--- config.mk ---
export PLATFORM = sky130hd
export DESIGN_NAME = video_frame_present_scheduler
export DESIGN_NICKNAME = d
export VERILOG_FILES = /design/src/sv/vfps_pkg.sv /design/src/sv/video_frame_present_scheduler.sv
export SDC_FILE = /design/constraint.sdc
export NUM_CORES = 2
export LEC_CHECK = 0
export ABC_AREA = 1
export BUFFER_PORTS_ARGS = -buffer_cell sky130_fd_sc_hd__buf_2
export CORE_MARGIN = 1.5
export CORE_UTILIZATION = 43
export CTS_BUF_LIST = sky130_fd_sc_hd__clkbuf_16
export DETAILED_ROUTE_END_ITERATION = 7
export SLEW_MARGIN = 20
export SYNTH_ARGS = -nofsm -noshare
export SYNTH_HDL_FRONTEND = slang
export SYNTH_SLANG_ARGS = --single-unit
--- constraint.sdc ---
create_clock -name clk -period 6.8 [get_ports clk]
set_input_delay 0 -clock clk [delete_from_list [all_inputs] [get_ports clk]]
set_output_delay 0 -clock clk [all_outputs]
set_load 0.01 [all_outputs]
--- src/sv/vfps_pkg.sv ---
// Package for the frame present scheduler: field widths, register and command
// codes, list codes and the sequencer's control program.
// No dependencies.
package vfps_pkg;

  localparam int SLOT_COUNT_DEF = 8;
  localparam int TIME_W         = 63;
  localparam int VBK_W          = 32;
  localparam int MARGIN_W       = 3;
  localparam int CMD_W          = 2;
  localparam int CFG_IDX_W      = 1;
  localparam int CFG_DATA_W     = 63;
  localparam int SLOT_OUT_W     = 3;
  localparam int COUNT_OUT_W    = 4;
  localparam int LIST_N         = 3;

  localparam logic [CFG_IDX_W-1:0] REG_RELEASE_MARGIN = 1'd0;
  localparam logic [CFG_IDX_W-1:0] REG_PLAY_DURATION  = 1'd1;

  localparam logic [MARGIN_W-1:0] MARGIN_RST   = 3'd2;
  localparam logic [TIME_W-1:0]   DURATION_RST = '1;

  localparam logic [CMD_W-1:0] CMD_PROCESS  = 2'd0;
  localparam logic [CMD_W-1:0] CMD_DECODED  = 2'd1;
  localparam logic [CMD_W-1:0] CMD_RENDERED = 2'd2;

  typedef logic [1:0] list_t;
  localparam list_t L_FREE  = 2'd0;
  localparam list_t L_READY = 2'd1;
  localparam list_t L_BUSY  = 2'd2;

  localparam int STEP_W = 5;
  typedef logic [STEP_W-1:0] step_t;
  localparam step_t ST_DISPATCH = 5'd0;
  localparam step_t ST_B0       = 5'd1;
  localparam step_t ST_B1       = 5'd2;
  localparam step_t ST_B2       = 5'd3;
  localparam step_t ST_B3       = 5'd4;
  localparam step_t ST_D0       = 5'd5;
  localparam step_t ST_D1       = 5'd6;
  localparam step_t ST_D2       = 5'd7;
  localparam step_t ST_D3       = 5'd8;
  localparam step_t ST_P0       = 5'd9;
  localparam step_t ST_P1       = 5'd10;
  localparam step_t ST_P2       = 5'd11;
  localparam step_t ST_C0       = 5'd12;
  localparam step_t ST_C1       = 5'd13;
  localparam step_t ST_G0       = 5'd14;
  localparam step_t ST_G1       = 5'd15;
  localparam step_t ST_FIN      = 5'd16;

  // Sequencing: how the step counter moves on
  typedef logic [2:0] seq_t;
  localparam seq_t SEQ_NEXT     = 3'd0;
  localparam seq_t SEQ_JMP      = 3'd1;
  localparam seq_t SEQ_JCOND    = 3'd2;
  localparam seq_t SEQ_DISPATCH = 3'd3;
  localparam seq_t SEQ_END      = 3'd4;

  // Jump conditions
  typedef logic [2:0] cond_t;
  localparam cond_t C_NONE      = 3'd0;
  localparam cond_t C_BUSY_STOP = 3'd1;
  localparam cond_t C_REL_STOP  = 3'd2;
  localparam cond_t C_RDY_STOP  = 3'd3;
  localparam cond_t C_LATE      = 3'd4;
  localparam cond_t C_RDY_EMPTY = 3'd5;
  localparam cond_t C_NO_FREE   = 3'd6;
  localparam cond_t C_NO_CUR    = 3'd7;

  // Memory read address select
  typedef logic [2:0] addr_t;
  localparam addr_t A_NONE       = 3'd0;
  localparam addr_t A_BUSY_HEAD  = 3'd1;
  localparam addr_t A_READY_HEAD = 3'd2;
  localparam addr_t A_FREE_HEAD  = 3'd3;
  localparam addr_t A_LINK       = 3'd4;

  // Datapath operations
  typedef logic [2:0] op_t;
  localparam op_t OP_NONE    = 3'd0;
  localparam op_t OP_RELEASE = 3'd1;
  localparam op_t OP_DROP    = 3'd2;
  localparam op_t OP_PRESENT = 3'd3;
  localparam op_t OP_ACCEPT  = 3'd4;
  localparam op_t OP_STAMP   = 3'd5;
  localparam op_t OP_FINISH  = 3'd6;

  typedef struct packed {
    seq_t  seq;
    cond_t cond;
    addr_t addr;
    op_t   op;
    step_t target;
  } ucode_t;

  function automatic ucode_t ucode_rom(step_t step);
    ucode_t w;
    case (step)
      ST_DISPATCH: w = '{SEQ_DISPATCH, C_NONE,      A_NONE,       OP_NONE,    ST_FIN};
      // release busy heads whose successor has aged enough
      ST_B0:       w = '{SEQ_JCOND,    C_BUSY_STOP, A_BUSY_HEAD,  OP_NONE,    ST_D0};
      ST_B1:       w = '{SEQ_NEXT,     C_NONE,      A_LINK,       OP_NONE,    ST_FIN};
      ST_B2:       w = '{SEQ_JCOND,    C_REL_STOP,  A_NONE,       OP_NONE,    ST_D0};
      ST_B3:       w = '{SEQ_JMP,      C_NONE,      A_NONE,       OP_RELEASE, ST_B0};
      // drop ready heads whose successor is already due
      ST_D0:       w = '{SEQ_JCOND,    C_RDY_STOP,  A_READY_HEAD, OP_NONE,    ST_P0};
      ST_D1:       w = '{SEQ_NEXT,     C_NONE,      A_LINK,       OP_NONE,    ST_FIN};
      ST_D2:       w = '{SEQ_JCOND,    C_LATE,      A_NONE,       OP_NONE,    ST_P0};
      ST_D3:       w = '{SEQ_JMP,      C_NONE,      A_NONE,       OP_DROP,    ST_D0};
      // present a due ready head
      ST_P0:       w = '{SEQ_JCOND,    C_RDY_EMPTY, A_READY_HEAD, OP_NONE,    ST_FIN};
      ST_P1:       w = '{SEQ_JCOND,    C_LATE,      A_NONE,       OP_NONE,    ST_FIN};
      ST_P2:       w = '{SEQ_JMP,      C_NONE,      A_NONE,       OP_PRESENT, ST_FIN};
      // decoded frame
      ST_C0:       w = '{SEQ_JCOND,    C_NO_FREE,   A_FREE_HEAD,  OP_NONE,    ST_FIN};
      ST_C1:       w = '{SEQ_JMP,      C_NONE,      A_NONE,       OP_ACCEPT,  ST_FIN};
      // rendered frame
      ST_G0:       w = '{SEQ_JCOND,    C_NO_CUR,    A_NONE,       OP_NONE,    ST_FIN};
      ST_G1:       w = '{SEQ_NEXT,     C_NONE,      A_NONE,       OP_STAMP,   ST_FIN};
      ST_FIN:      w = '{SEQ_END,      C_NONE,      A_NONE,       OP_FINISH,  ST_DISPATCH};
      default:     w = '{SEQ_END,      C_NONE,      A_NONE,       OP_FINISH,  ST_DISPATCH};
    endcase
    return w;
  endfunction

endpackage

--- src/sv/video_frame_present_scheduler.sv ---
// Frame present scheduler: microcoded sequencer over three linked slot lists.
// Depends on vfps_pkg (codes, widths and the control program).

// A word is taken when start is high and busy is low; busy then stays high
// until the result word has been produced. The result is shown for exactly
// one cycle with out_valid high and the receiver cannot hold it off. The
// work is a short control program, one step per cycle, whose length depends
// on the command and, for a process command, on the number of released and
// dropped frames. The release and drop walks go one list entry per four
// steps because each entry needs a link read and then a stamp read from the
// slot memories, each with a registered read port. No new word is taken
// during the program. Configuration writes through cfg_we are meant for the
// idle block and take effect at once. After reset the slots 0 to
// SLOT_COUNT-1 sit in order in the free list; no clearing pass is needed.
module video_frame_present_scheduler
  import vfps_pkg::*;
#(
  parameter int SLOT_COUNT = SLOT_COUNT_DEF
) (
  input  logic                    clk,
  input  logic                    rst_n,
  input  logic                    start,
  output logic                    busy,
  input  logic [CMD_W-1:0]        in_command,
  input  logic [TIME_W-1:0]       in_current_time,
  input  logic [VBK_W-1:0]        in_vblank_count,
  input  logic [TIME_W-1:0]       in_frame_time,
  output logic                    out_valid,
  output logic                    out_present_valid,
  output logic [SLOT_OUT_W-1:0]   out_present_slot,
  output logic [COUNT_OUT_W-1:0]  out_dropped_count,
  output logic [COUNT_OUT_W-1:0]  out_released_count,
  output logic                    out_accepted,
  output logic                    out_free_available,
  output logic [SLOT_OUT_W-1:0]   out_free_slot,
  output logic [COUNT_OUT_W-1:0]  out_ready_count,
  output logic [COUNT_OUT_W-1:0]  out_busy_count,
  input  logic                    cfg_we,
  input  logic [CFG_IDX_W-1:0]    cfg_index,
  input  logic [CFG_DATA_W-1:0]   cfg_data
);

  localparam int SW    = $clog2(SLOT_COUNT);
  localparam int LW    = $clog2(SLOT_COUNT + 1);
  localparam int SUM_W = LW + 2;

  // Configuration
  logic [MARGIN_W-1:0] margin_r;
  logic [TIME_W-1:0]   duration_r;

  // Sequencer
  logic   run_r;
  step_t  step_r, step_nxt;
  logic   out_valid_r;
  ucode_t uw;
  logic   cond_hit;

  // Latched input word
  logic [CMD_W-1:0]  cmd_r;
  logic [TIME_W-1:0] now_r;
  logic [VBK_W-1:0]  vb_r;
  logic [TIME_W-1:0] ftime_r;

  // List descriptors
  logic [SW-1:0]     head_r [LIST_N];
  logic [SW-1:0]     tail_r [LIST_N];
  logic [LW-1:0]     len_r  [LIST_N];
  logic [LIST_N-1:0] ne_r;
  logic [SW-1:0]     head_nxt [LIST_N];
  logic [SW-1:0]     tail_nxt [LIST_N];
  logic [LW-1:0]     len_nxt  [LIST_N];
  logic [LIST_N-1:0] ne_nxt;

  // Per-slot link flags and written marks
  logic [SLOT_COUNT-1:0] lv_r, lv_nxt;
  logic [SLOT_COUNT-1:0] lnk_wr_r;
  logic [SLOT_COUNT-1:0] vbk_wr_r;

  // Current frame
  logic [SW-1:0] cur_r;
  logic          cur_v_r;

  // Per-word result accumulators
  logic                   pvalid_r;
  logic [SW-1:0]          pslot_r;
  logic [COUNT_OUT_W-1:0] drop_r;
  logic [COUNT_OUT_W-1:0] rel_r;
  logic                   acc_r;

  // Slot memories and their registered read ports
  logic [SW-1:0]     link_mem [SLOT_COUNT];
  logic [TIME_W-1:0] time_mem [SLOT_COUNT];
  logic [VBK_W-1:0]  vbk_mem  [SLOT_COUNT];
  logic [SW-1:0]     link_q_r;
  logic              link_wr_q_r;
  logic [SW-1:0]     link_addr_q_r;
  logic [TIME_W-1:0] time_rd_r;
  logic [VBK_W-1:0]  vbk_q_r;
  logic              vbk_wr_q_r;

  logic [SW-1:0]    rd_addr;
  logic             ld_link, ld_data;
  logic [SW-1:0]    link_rd;
  logic [VBK_W-1:0] vbk_rd;
  logic [VBK_W-1:0] rel_limit;

  // Move of one slot from the head of one list to the tail of another
  logic          mv_en;
  list_t         src, dst;
  logic [SW-1:0] mv_slot, dst_tail;
  logic          dst_ne;
  logic          start_acc;
  logic          link_we, time_we, vbk_we;

  function automatic logic [SW-1:0] slot_inc(logic [SW-1:0] a);
    return (a == SW'(SLOT_COUNT - 1)) ? '0 : a + 1'b1;
  endfunction

  assign start_acc = start && !run_r;
  assign uw        = ucode_rom(step_r);

  // Unwritten link entries still hold the reset chain; unwritten stamps read zero.
  assign link_rd   = link_wr_q_r ? link_q_r : slot_inc(link_addr_q_r);
  assign vbk_rd    = vbk_wr_q_r ? vbk_q_r : '0;
  assign rel_limit = vbk_rd + VBK_W'(margin_r);

  // Read address for all three slot memories
  always_comb begin
    case (uw.addr)
      A_BUSY_HEAD:  rd_addr = head_r[L_BUSY];
      A_READY_HEAD: rd_addr = head_r[L_READY];
      A_FREE_HEAD:  rd_addr = head_r[L_FREE];
      A_LINK:       rd_addr = link_rd;
      default:      rd_addr = '0;
    endcase
  end

  // Hold the link read while the next step follows it into the stamp memories.
  assign ld_link = run_r && (uw.addr inside {A_BUSY_HEAD, A_READY_HEAD, A_FREE_HEAD});
  assign ld_data = run_r && (uw.addr != A_NONE);

  // Jump conditions
  always_comb begin
    case (uw.cond)
      C_BUSY_STOP: cond_hit = !ne_r[L_BUSY] || !lv_r[head_r[L_BUSY]];
      C_REL_STOP:  cond_hit = !(rel_limit < vb_r);
      C_RDY_STOP:  cond_hit = !ne_r[L_READY] || !lv_r[head_r[L_READY]];
      C_LATE:      cond_hit = time_rd_r > now_r;
      C_RDY_EMPTY: cond_hit = !ne_r[L_READY];
      C_NO_FREE:   cond_hit = !ne_r[L_FREE] || !(ftime_r < duration_r);
      C_NO_CUR:    cond_hit = !cur_v_r;
      default:     cond_hit = 1'b0;
    endcase
  end

  // Step counter: advance, jump, jump on a condition, branch on the command, or hold
  always_comb begin
    case (uw.seq)
      SEQ_NEXT:  step_nxt = step_r + 1'b1;
      SEQ_JMP:   step_nxt = uw.target;
      SEQ_JCOND: step_nxt = cond_hit ? uw.target : step_r + 1'b1;
      SEQ_DISPATCH: begin
        case (cmd_r)
          CMD_PROCESS:  step_nxt = ST_B0;
          CMD_DECODED:  step_nxt = ST_C0;
          CMD_RENDERED: step_nxt = ST_G0;
          default:      step_nxt = ST_FIN;
        endcase
      end
      default:   step_nxt = step_r;
    endcase
  end

  // Source and destination lists of a move
  always_comb begin
    mv_en = 1'b0;
    src   = L_FREE;
    dst   = L_READY;
    case (uw.op)
      OP_RELEASE: begin
        mv_en = 1'b1;
        src   = L_BUSY;
        dst   = L_FREE;
      end
      OP_DROP: begin
        mv_en = 1'b1;
        src   = L_READY;
        dst   = L_FREE;
      end
      OP_PRESENT: begin
        mv_en = 1'b1;
        src   = L_READY;
        dst   = L_BUSY;
      end
      OP_ACCEPT: begin
        mv_en = 1'b1;
        src   = L_FREE;
        dst   = L_READY;
      end
      default: begin
        mv_en = 1'b0;
      end
    endcase
    mv_en = mv_en && run_r;
  end

  // Pop the source head and append it to the destination tail in one step.
  always_comb begin
    mv_slot  = '0;
    dst_tail = '0;
    dst_ne   = 1'b0;
    for (int l = 0; l < LIST_N; l++) begin
      if (l == int'(src)) mv_slot = head_r[l];
      if (l == int'(dst)) begin
        dst_tail = tail_r[l];
        dst_ne   = ne_r[l];
      end
    end

    head_nxt = head_r;
    tail_nxt = tail_r;
    len_nxt  = len_r;
    ne_nxt   = ne_r;
    lv_nxt   = lv_r;
    if (mv_en) begin
      lv_nxt[mv_slot] = 1'b0;
      if (dst_ne) lv_nxt[dst_tail] = 1'b1;
      for (int l = 0; l < LIST_N; l++) begin
        if (l == int'(src)) begin
          if (lv_r[mv_slot]) begin
            head_nxt[l] = link_rd;
          end else begin
            ne_nxt[l]   = 1'b0;
            head_nxt[l] = '0;
            tail_nxt[l] = '0;
          end
          if (len_r[l] != '0) len_nxt[l] = len_r[l] - 1'b1;
        end
        if (l == int'(dst)) begin
          if (ne_r[l]) begin
            tail_nxt[l] = mv_slot;
          end else begin
            head_nxt[l] = mv_slot;
            tail_nxt[l] = mv_slot;
            ne_nxt[l]   = 1'b1;
          end
          len_nxt[l] = len_r[l] + 1'b1;
        end
      end
    end
  end

  assign link_we = mv_en && dst_ne;
  assign time_we = run_r && (uw.op == OP_ACCEPT);
  assign vbk_we  = run_r && (uw.op == OP_STAMP);

  // Slot memories: one write and one registered read each per cycle
  always_ff @(posedge clk) begin
    if (link_we) link_mem[dst_tail] <= mv_slot;
    if (ld_link) begin
      link_q_r      <= link_mem[rd_addr];
      link_wr_q_r   <= lnk_wr_r[rd_addr];
      link_addr_q_r <= rd_addr;
    end
    if (time_we) time_mem[mv_slot] <= ftime_r;
    if (ld_data) time_rd_r <= time_mem[rd_addr];
    if (vbk_we) vbk_mem[cur_r] <= vb_r;
    if (ld_data) begin
      vbk_q_r    <= vbk_mem[rd_addr];
      vbk_wr_q_r <= vbk_wr_r[rd_addr];
    end
  end

  // Configuration registers
  always_ff @(posedge clk) begin
    if (!rst_n) begin
      margin_r   <= MARGIN_RST;
      duration_r <= DURATION_RST;
    end else if (cfg_we) begin
      case (cfg_index)
        REG_RELEASE_MARGIN: margin_r   <= cfg_data[MARGIN_W-1:0];
        REG_PLAY_DURATION:  duration_r <= cfg_data[TIME_W-1:0];
        default:            ;
      endcase
    end
  end

  // Sequencer, list state and current frame
  always_ff @(posedge clk) begin
    if (!rst_n) begin
      run_r       <= 1'b0;
      step_r      <= ST_DISPATCH;
      out_valid_r <= 1'b0;
      // free list holds every slot; ready and busy start empty
      for (int l = 0; l < LIST_N; l++) begin
        head_r[l] <= '0;
        if (l == int'(L_FREE)) begin
          tail_r[l] <= SW'(SLOT_COUNT - 1);
          len_r[l]  <= LW'(SLOT_COUNT);
          ne_r[l]   <= 1'b1;
        end else begin
          tail_r[l] <= '0;
          len_r[l]  <= '0;
          ne_r[l]   <= 1'b0;
        end
      end
      lv_r           <= {1'b0, {(SLOT_COUNT-1){1'b1}}};
      lnk_wr_r       <= '0;
      vbk_wr_r       <= '0;
      cur_r          <= '0;
      cur_v_r        <= 1'b0;
    end else begin
      out_valid_r <= 1'b0;
      if (start_acc) begin
        run_r  <= 1'b1;
        step_r <= ST_DISPATCH;
      end else if (run_r) begin
        step_r <= step_nxt;
        if (uw.op == OP_FINISH) begin
          run_r       <= 1'b0;
          out_valid_r <= 1'b1;
        end
      end
      head_r <= head_nxt;
      tail_r <= tail_nxt;
      len_r  <= len_nxt;
      ne_r   <= ne_nxt;
      lv_r   <= lv_nxt;
      if (link_we) lnk_wr_r[dst_tail] <= 1'b1;
      if (vbk_we) vbk_wr_r[cur_r] <= 1'b1;
      if (run_r && (uw.op == OP_PRESENT)) begin
        cur_r   <= mv_slot;
        cur_v_r <= 1'b1;
      end
    end
  end

  // Input word latch and per-word result accumulators
  always_ff @(posedge clk) begin
    if (start_acc) begin
      cmd_r    <= in_command;
      now_r    <= in_current_time;
      vb_r     <= in_vblank_count;
      ftime_r  <= in_frame_time;
      pvalid_r <= 1'b0;
      pslot_r  <= '0;
      drop_r   <= '0;
      rel_r    <= '0;
      acc_r    <= 1'b0;
    end else if (run_r) begin
      case (uw.op)
        OP_RELEASE: rel_r  <= rel_r + 1'b1;
        OP_DROP:    drop_r <= drop_r + 1'b1;
        OP_PRESENT: begin
          pvalid_r <= 1'b1;
          pslot_r  <= mv_slot;
        end
        OP_ACCEPT:  acc_r <= 1'b1;
        default:    ;
      endcase
    end
  end

  // Result word: list status is final once the program has ended.
  assign busy               = run_r;
  assign out_valid          = out_valid_r;
  assign out_present_valid  = pvalid_r;
  assign out_present_slot   = SLOT_OUT_W'(pslot_r);
  assign out_dropped_count  = drop_r;
  assign out_released_count = rel_r;
  assign out_accepted       = acc_r;
  assign out_free_available = ne_r[L_FREE];
  assign out_free_slot      = ne_r[L_FREE] ? SLOT_OUT_W'(head_r[L_FREE]) : '0;
  assign out_ready_count    = COUNT_OUT_W'(len_r[L_READY]);
  assign out_busy_count     = COUNT_OUT_W'(len_r[L_BUSY]);

`ifndef NO_ASSERTIONS
  a_out_ends_program: assert property (@(posedge clk) disable iff (!rst_n)
    out_valid |-> ($past(run_r) && !run_r))
    else $error("result word without a finished program");

  a_slots_conserved: assert property (@(posedge clk) disable iff (!rst_n)
    (SUM_W'(len_r[L_FREE]) + SUM_W'(len_r[L_READY]) + SUM_W'(len_r[L_BUSY]))
      == SUM_W'(SLOT_COUNT))
    else $error("slot count across lists changed");

  a_nonempty_matches_len: assert property (@(posedge clk) disable iff (!rst_n)
    (ne_r[L_FREE] == (len_r[L_FREE] != '0)) && (ne_r[L_READY] == (len_r[L_READY] != '0))
      && (ne_r[L_BUSY] == (len_r[L_BUSY] != '0)))
    else $error("list nonempty flag disagrees with length");

  a_one_action: assert property (@(posedge clk) disable iff (!rst_n)
    out_valid |-> !(out_accepted && (out_present_valid || out_released_count != '0)))
    else $error("decoded and process results in one word");
`endif

endmodule
## Word level (Yosys, flattened, before mapping)

Memory sizes are Yosys's and may differ from the RTL's. A register that Yosys moved wholly into a read port is not among the register bits.
Cells that the tools add are included.

- Register bits: 308
- Bits in writable memories: 784
- ROM bits: 512
- Input bits: 228
- Logic and storage cells: 233
- Memories: 4

Memory list:

| memory | depth | bits a word | rd ports | clocked after Yosys merged registers in | write ports | line | text |
|---|---|---|---|---|---|---|---|
| (name not given) | 32 | 16 | 1 | 1 | 0 | vfps_pkg.sv:99 | `case (step)` |
| time_mem | 8 | 63 | 1 | 1 | 1 | video_frame_present_scheduler.sv:92 | `logic [TIME_W-1:0] time_mem [SLOT_COUNT];` |
| vbk_mem | 8 | 32 | 1 | 1 | 1 | video_frame_present_scheduler.sv:93 | `logic [VBK_W-1:0] vbk_mem [SLOT_COUNT];` |
| link_mem | 8 | 3 | 1 | 1 | 1 | video_frame_present_scheduler.sv:91 | `logic [SW-1:0] link_mem [SLOT_COUNT];` |

- Add/subtract/negate cells: 9
- $lt $le $gt $ge: 12
- Equal/unequal tests: 30
- Mux-type cells: 85
- Bitwise gates (word level): 8
- Reduce and logical (&&, ||, !) cells: 54

Operator list:

| cell | number |
|---|---|
| $mux W3 | 26 |
| $gt A63 B63 Y1 | 1 |
| $lt A63 B63 Y1 | 1 |
| $mux W1 | 34 |
| $add A32 B3 Y32 | 1 |
| $lt A32 B32 Y1 | 1 |
| $mux W32 | 1 |
| $eq A3 B3 Y1 const B | 9 |
| $eq A3 B2 Y1 const B | 8 |
| $lt A3 B4 Y1 const B | 6 |
| $mux W4 | 6 |
| $or A8 B8 Y8 | 3 |
| $pmux W5 S4 | 1 |
| $add A4 B1 Y4 const B | 4 |
| $bmux W1 S3 | 5 |
| $mux W5 | 3 |
| $pmux W5 S3 | 1 |
| $reduce_and A3 Y1 | 5 |
| $reduce_and A2 Y1 | 7 |
| $eq A3 B1 Y1 const B | 4 |
| $pmux W3 S4 | 1 |
| $reduce_bool A4 Y1 | 3 |
| $logic_and A1 B1 Y1 | 11 |
| $reduce_bool A2 Y1 | 5 |
| 24 further kinds | 51 |

## Depth between registers and ports, before layout

- Depth after elaboration: 15
- Mapped depth: 46

## Least setup slack after synthesis

No wires, ideal clock.

- Path type: flip-flop to flip-flop
- From: register run_r (netlist: busy)
- To: register time_rd_r[0] (read register of time_mem) (enable)
- Library setup time: 582 ps
- Arrival time: 5,323 ps
- Required time: 6,218 ps
- Slack: 895 ps
- Stages on the path, launching flop included: 3
- Path buffers: 0
- Period minus slack after synthesis: 5,905 ps
- Cell sequence: dfxtp_1 -> clkinv_1 -> a21oi_1

- Longest elaborated chain between the ends: 1

RTL lines:

| element | line | text |
|---|---|---|
| from (decl) | video_frame_present_scheduler.sv:52 | `logic run_r;` |
| from (signal assigned) | video_frame_present_scheduler.sv:291 | `run_r <= 1'b0;` |
| from (signal assigned) | video_frame_present_scheduler.sv:315 | `run_r <= 1'b1;` |
| from (signal assigned) | video_frame_present_scheduler.sv:320 | `run_r <= 1'b0;` |
| $logic_and A1 B1 Y1 | video_frame_present_scheduler.sv:140 | `assign ld_data = run_r && (uw.addr != A_NONE);` |
| net ld_data | video_frame_present_scheduler.sv:102 | `logic ld_link, ld_data;` |
| to (decl) | video_frame_present_scheduler.sv:97 | `logic [TIME_W-1:0] time_rd_r;` |

The timed path passes the listed nets, and every way through them passes these cells.
A chain may end at the register's enable or synchronous reset.

## Worst setup path after layout

- From: register vbk_wr_q_r
- To: register uw[14] (netlist name)

- Longest elaborated chain between the ends: 9

RTL lines:

| element | line | text |
|---|---|---|
| from (decl) | video_frame_present_scheduler.sv:99 | `logic vbk_wr_q_r;` |
| from (signal assigned) | video_frame_present_scheduler.sv:270 | `vbk_wr_q_r <= vbk_wr_r[rd_addr];` |
| $mux W32 | video_frame_present_scheduler.sv:124 | `assign vbk_rd = vbk_wr_q_r ? vbk_q_r : '0;` |
| $add A32 B3 Y32 | video_frame_present_scheduler.sv:125 | `assign rel_limit = vbk_rd + VBK_W'(margin_r);` |
| $lt A32 B32 Y1 | video_frame_present_scheduler.sv:146 | `C_REL_STOP: cond_hit = !(rel_limit < vb_r);` |
| $logic_not A1 Y1 | video_frame_present_scheduler.sv:146 |  |
| $pmux W1 S7 | video_frame_present_scheduler.sv:144 | `case (uw.cond)` |
| $mux W5 | video_frame_present_scheduler.sv:161 | `SEQ_JCOND: step_nxt = cond_hit ? uw.target : step_r + 1'b1;` |
| $pmux W5 S4 | video_frame_present_scheduler.sv:158 | `case (uw.seq)` |
| $mux W5 (no line) (2 in a row) | -- |  |

Every way passes these cells.

==> qor.csv <==
stage;metric;value;unit
setup_path;cell count along the critical path;36;
global_routing;gr ovfl total;0;
final_layout;Post-Route Utilization;0.533;
timing;Relative slew margins;0.260;
pwr;maximum vdd drop;0.245;mV
setup_path;CP arrival;6.56;ns
placement;Cell Area, Placed;53300;um2
routing;Residual DRC;0;
logic_synthesis;post-synthesis async set-or-reset flop share;0;
setup_path;Critical-path top delay cell;fa_1;
cts;TritonCTS clock tree;yes;
final_layout;fin area;61900;um2
setup_path;CP Class;reg2reg;
global_routing;gr usage total;0.210;
floorplan;Initial Utilization;0.433;
setup_path;CP delay by family, top;simple AND/OR/NAND/NOR gates;
cts;H-tree Lvls;4;
cts;clock tree buffer depth;3;
final_layout;Layout area overhead;23.0;%
setup_path;R2R Setup Slk;0.88;ns
timing;final setup fails;0;
logic_synthesis;post-synthesis cell type count;63;
logic_synthesis;Post-Synthesis Cell Area;50300;um2
placement;HPWL after detailed placement;68900;um
logic_synthesis;top post-synthesis cells by area;edfxtp_1 62%, dfxtp_1 6.3%, o21ai_0 4.4%, ha_1 4.4%, nor2_1 4.3%;
cts;Reg clk slew, reported paths;0.06;ns
pwr;PwrDens;263;nW/um2
timing;setup ws final;0.879;ns
setup_path;worst r2r src;vbk_wr_q_r$_DFFE_PP_;
placement;routability cong.;0.833;
setup_path;Req. time, crit path;7.44;ns
setup_path;CP dominant cell by count;nand2_1;
final_layout;Total Nets Final;5243;
logic_synthesis;yosys warns;0;
setup_path;crit path to;uw[14]$_SDFF_PP0_;
global_routing;initial antenna violation count;7;
cts;Post-CTS Hold Fix Bufs;434;
final_layout;share of layout cells above drive strength 1;0.132;
cts;clock sink total;1206;
setup_path;Startpoint Class;flop;
cts;CTS resizes;0;
timing;Fin. Hold Viols;0;
run;Max-Cap Viols;0;
logic_synthesis;Syn Inst Count;4152;
placement;pre-CTS setup slack;0.897;ns
routing;post-route ant nets;0;
floorplan;Die ar.;119000;um2
logic_synthesis;Main synth FF type;edfxtp_1;
logic_synthesis;most area-hungry cell type in the Yosys netlist;edfxtp_1;
logic_synthesis;Net Count, Synth;4560;
pwr;total chip power;16.3;mW
logic_synthesis;register area share after synthesis;0.688;
setup_path;Critical Path Start;vbk_wr_q_r$_DFFE_PP_;
global_routing;largest net degree at the start of global routing;154;
timing;Max Slew Vio Count;0;
logic_synthesis;Avg Inst Size Synth;12.1;um2
setup_path;R2R cell count;36;
routing;Routed WL;126000;um
cts;total CTS buffers;133;
cts;setup bufs post-CTS;0;
timing;RSZ-0062 raised after global routing;false;
timing;clk_skew;0.0338;ns
floorplan;Boundary Pins;255;
floorplan;Core Area;116000;um2
floorplan;Die Wd;345;um
logic_synthesis;number of synthesized flops with an enable pin;1047;
routing;Vias/cell;5.21;
timing;Achievable Freq;169;MHz
worst_hold_path;hold depth;4;
cts;clk_lat worst skew;0.76;ns
pwr;P_leak;23.7;nW
timing;setup TNS;0;ns
cts;root buf cell;clkbuf_16;
setup_path;reg2reg end;uw[14]$_SDFF_PP0_;
routing;routed vias;33700;
routing;TritonRoute pass-1 iters;5;
timing;worst-margin pin slew;1.11;ns
routing;routed len/inst;19.5;um
setup_path;Crit path largest cell delay;0.47;ns
logic_synthesis;share of the synthesized area in the top cell type;0.625;
run_status;status;completed;
setup_path;endpoint class of the critical path;flop;
floorplan;die height;345;um
setup_path;critical path fanouts, max;36;
global_routing;vias in the first global route;33500;
placement;IO buf count;254;
floorplan;FP Rows;125;
logic_synthesis;Seq cells post-synth;1206;
global_routing;first-pass GRT wire length;193000;um
worst_hold_path;Hold WC Path Type;in2reg;
setup_path;Worst Path Buf+Inv;8;
timing;Final min period;5.92;ns
timing;period utilisation layout;0.871;
routing;initial DRC count;2587;
==> worst min path at each step <==
stage	slack (ns)	start	endpoint
after floorplan	0.1	in_command[0]	cmd_r[0]$_DFFE_PP_
after global routing	0.02	in_vblank_count[3]	vb_r[3]$_DFFE_PP_
after global placement	0.18	in_frame_time[17]	ftime_r[17]$_DFFE_PP_
after detailed placement	0.18	in_frame_time[8]	ftime_r[8]$_DFFE_PP_
final	0.04	cfg_data[28]	duration_r[28]$_SDFFE_PN1P_
after CTS	0.00007	cfg_data[28]	duration_r[28]$_SDFFE_PN1P_
==> layout make-up <==
cell class              count  area, um2
inverters                 358       1370
multi-input cells        2408      13800
well taps                1524       1910
clock inverters           104        825
repair buffers            728       5960
diodes                      2       5.00
flip-flops and latches   1206      34600
fillers                  9726      54300
clock buffers             135       3380
==> flip-flops by register name, summed over array words and instances (netlist names), 5 cells and up <==
signal and flops:
vb_r 32, time_mem 504, lv_r 8, ftime_r 63
tail_r 9, head_r 9, vbk_q_r 32, vbk_wr_r 8
uw 16, step_r 5, now_r 63, time_rd_r 63
lnk_wr_r 8, duration_r 63, vbk_mem 256, link_mem 24
==> kinds of logic after synthesis <==
group | share of synthesized area
simple gates | 0.100
compound gates | 0.0979
fa+ha+maj | 0.0452
mux | 0.0221
buf+inv | 0.0409
flops | 0.688
xor+xnor | 0.00609
==> layer usage <==
metal	part of all wire	track usage	vias to the layer above	wire, um
met3	0.056	0.0352	199	7070
met5	0.00044	0	-	56
li1	-	-	16200	-
met4	0.027	0.0731	8	3440
met1	0.44	0.277	16400	54900
met2	0.48	0.352	893	60300
==> tightest hold or removal path, delay by kind of cell <==
kind	cells	cell delay, ns
compound gates	1	0.07
buf+inv	2	0.63
simple gates	1	0.04
==> per-stage QoR <==
stage               instances  hold WS (ns)
CTS                      6462     0.0000661
global placement         5789         0.176
finish                   6465        0.0368
detailed placement       5789         0.178
global route             6465        0.0186
floorplan                4152        0.0989
==> synthesized netlist by cell type (11+ instances only) <==
library cell / instances
clkbuf_1: 160
nor2_1: 573
ha_1: 177
nor3_1: 27
o21ai_0: 445
nand3_1: 74
edfxtp_1: 1047
nand2_1: 470
o22ai_1: 201
mux2_2: 98
nand2_2: 11
dfxtp_1: 159
xnor2_1: 14
inv_1: 339
inv_2: 13
o211ai_1: 70
a21oi_1: 118
nand4_1: 21
xor2_1: 21
==> cell usage in the layout, fill, tap and decap left out, types with 38 or more instances in the layout <==
master / n
edfxtp_1: 1047
dfxtp_1: 159
clkbuf_16: 135
a21oi_1: 117
dlygate4sd3_1: 434
ha_1: 177
buf_4: 38
o211ai_1: 70
inv_1: 377
o21ai_0: 445
nand2_1: 470
o22ai_1: 201
mux2_2: 98
nand3_1: 74
nor2_1: 557
buf_2: 253
==> where the power goes <==
part / switching, mW / internal (mW)
Sequential: 0.142 / 8.20
Clock: 2.98 / 3.94
Combinational: 0.575 / 0.450
Power figures use the tool's default switching activity.
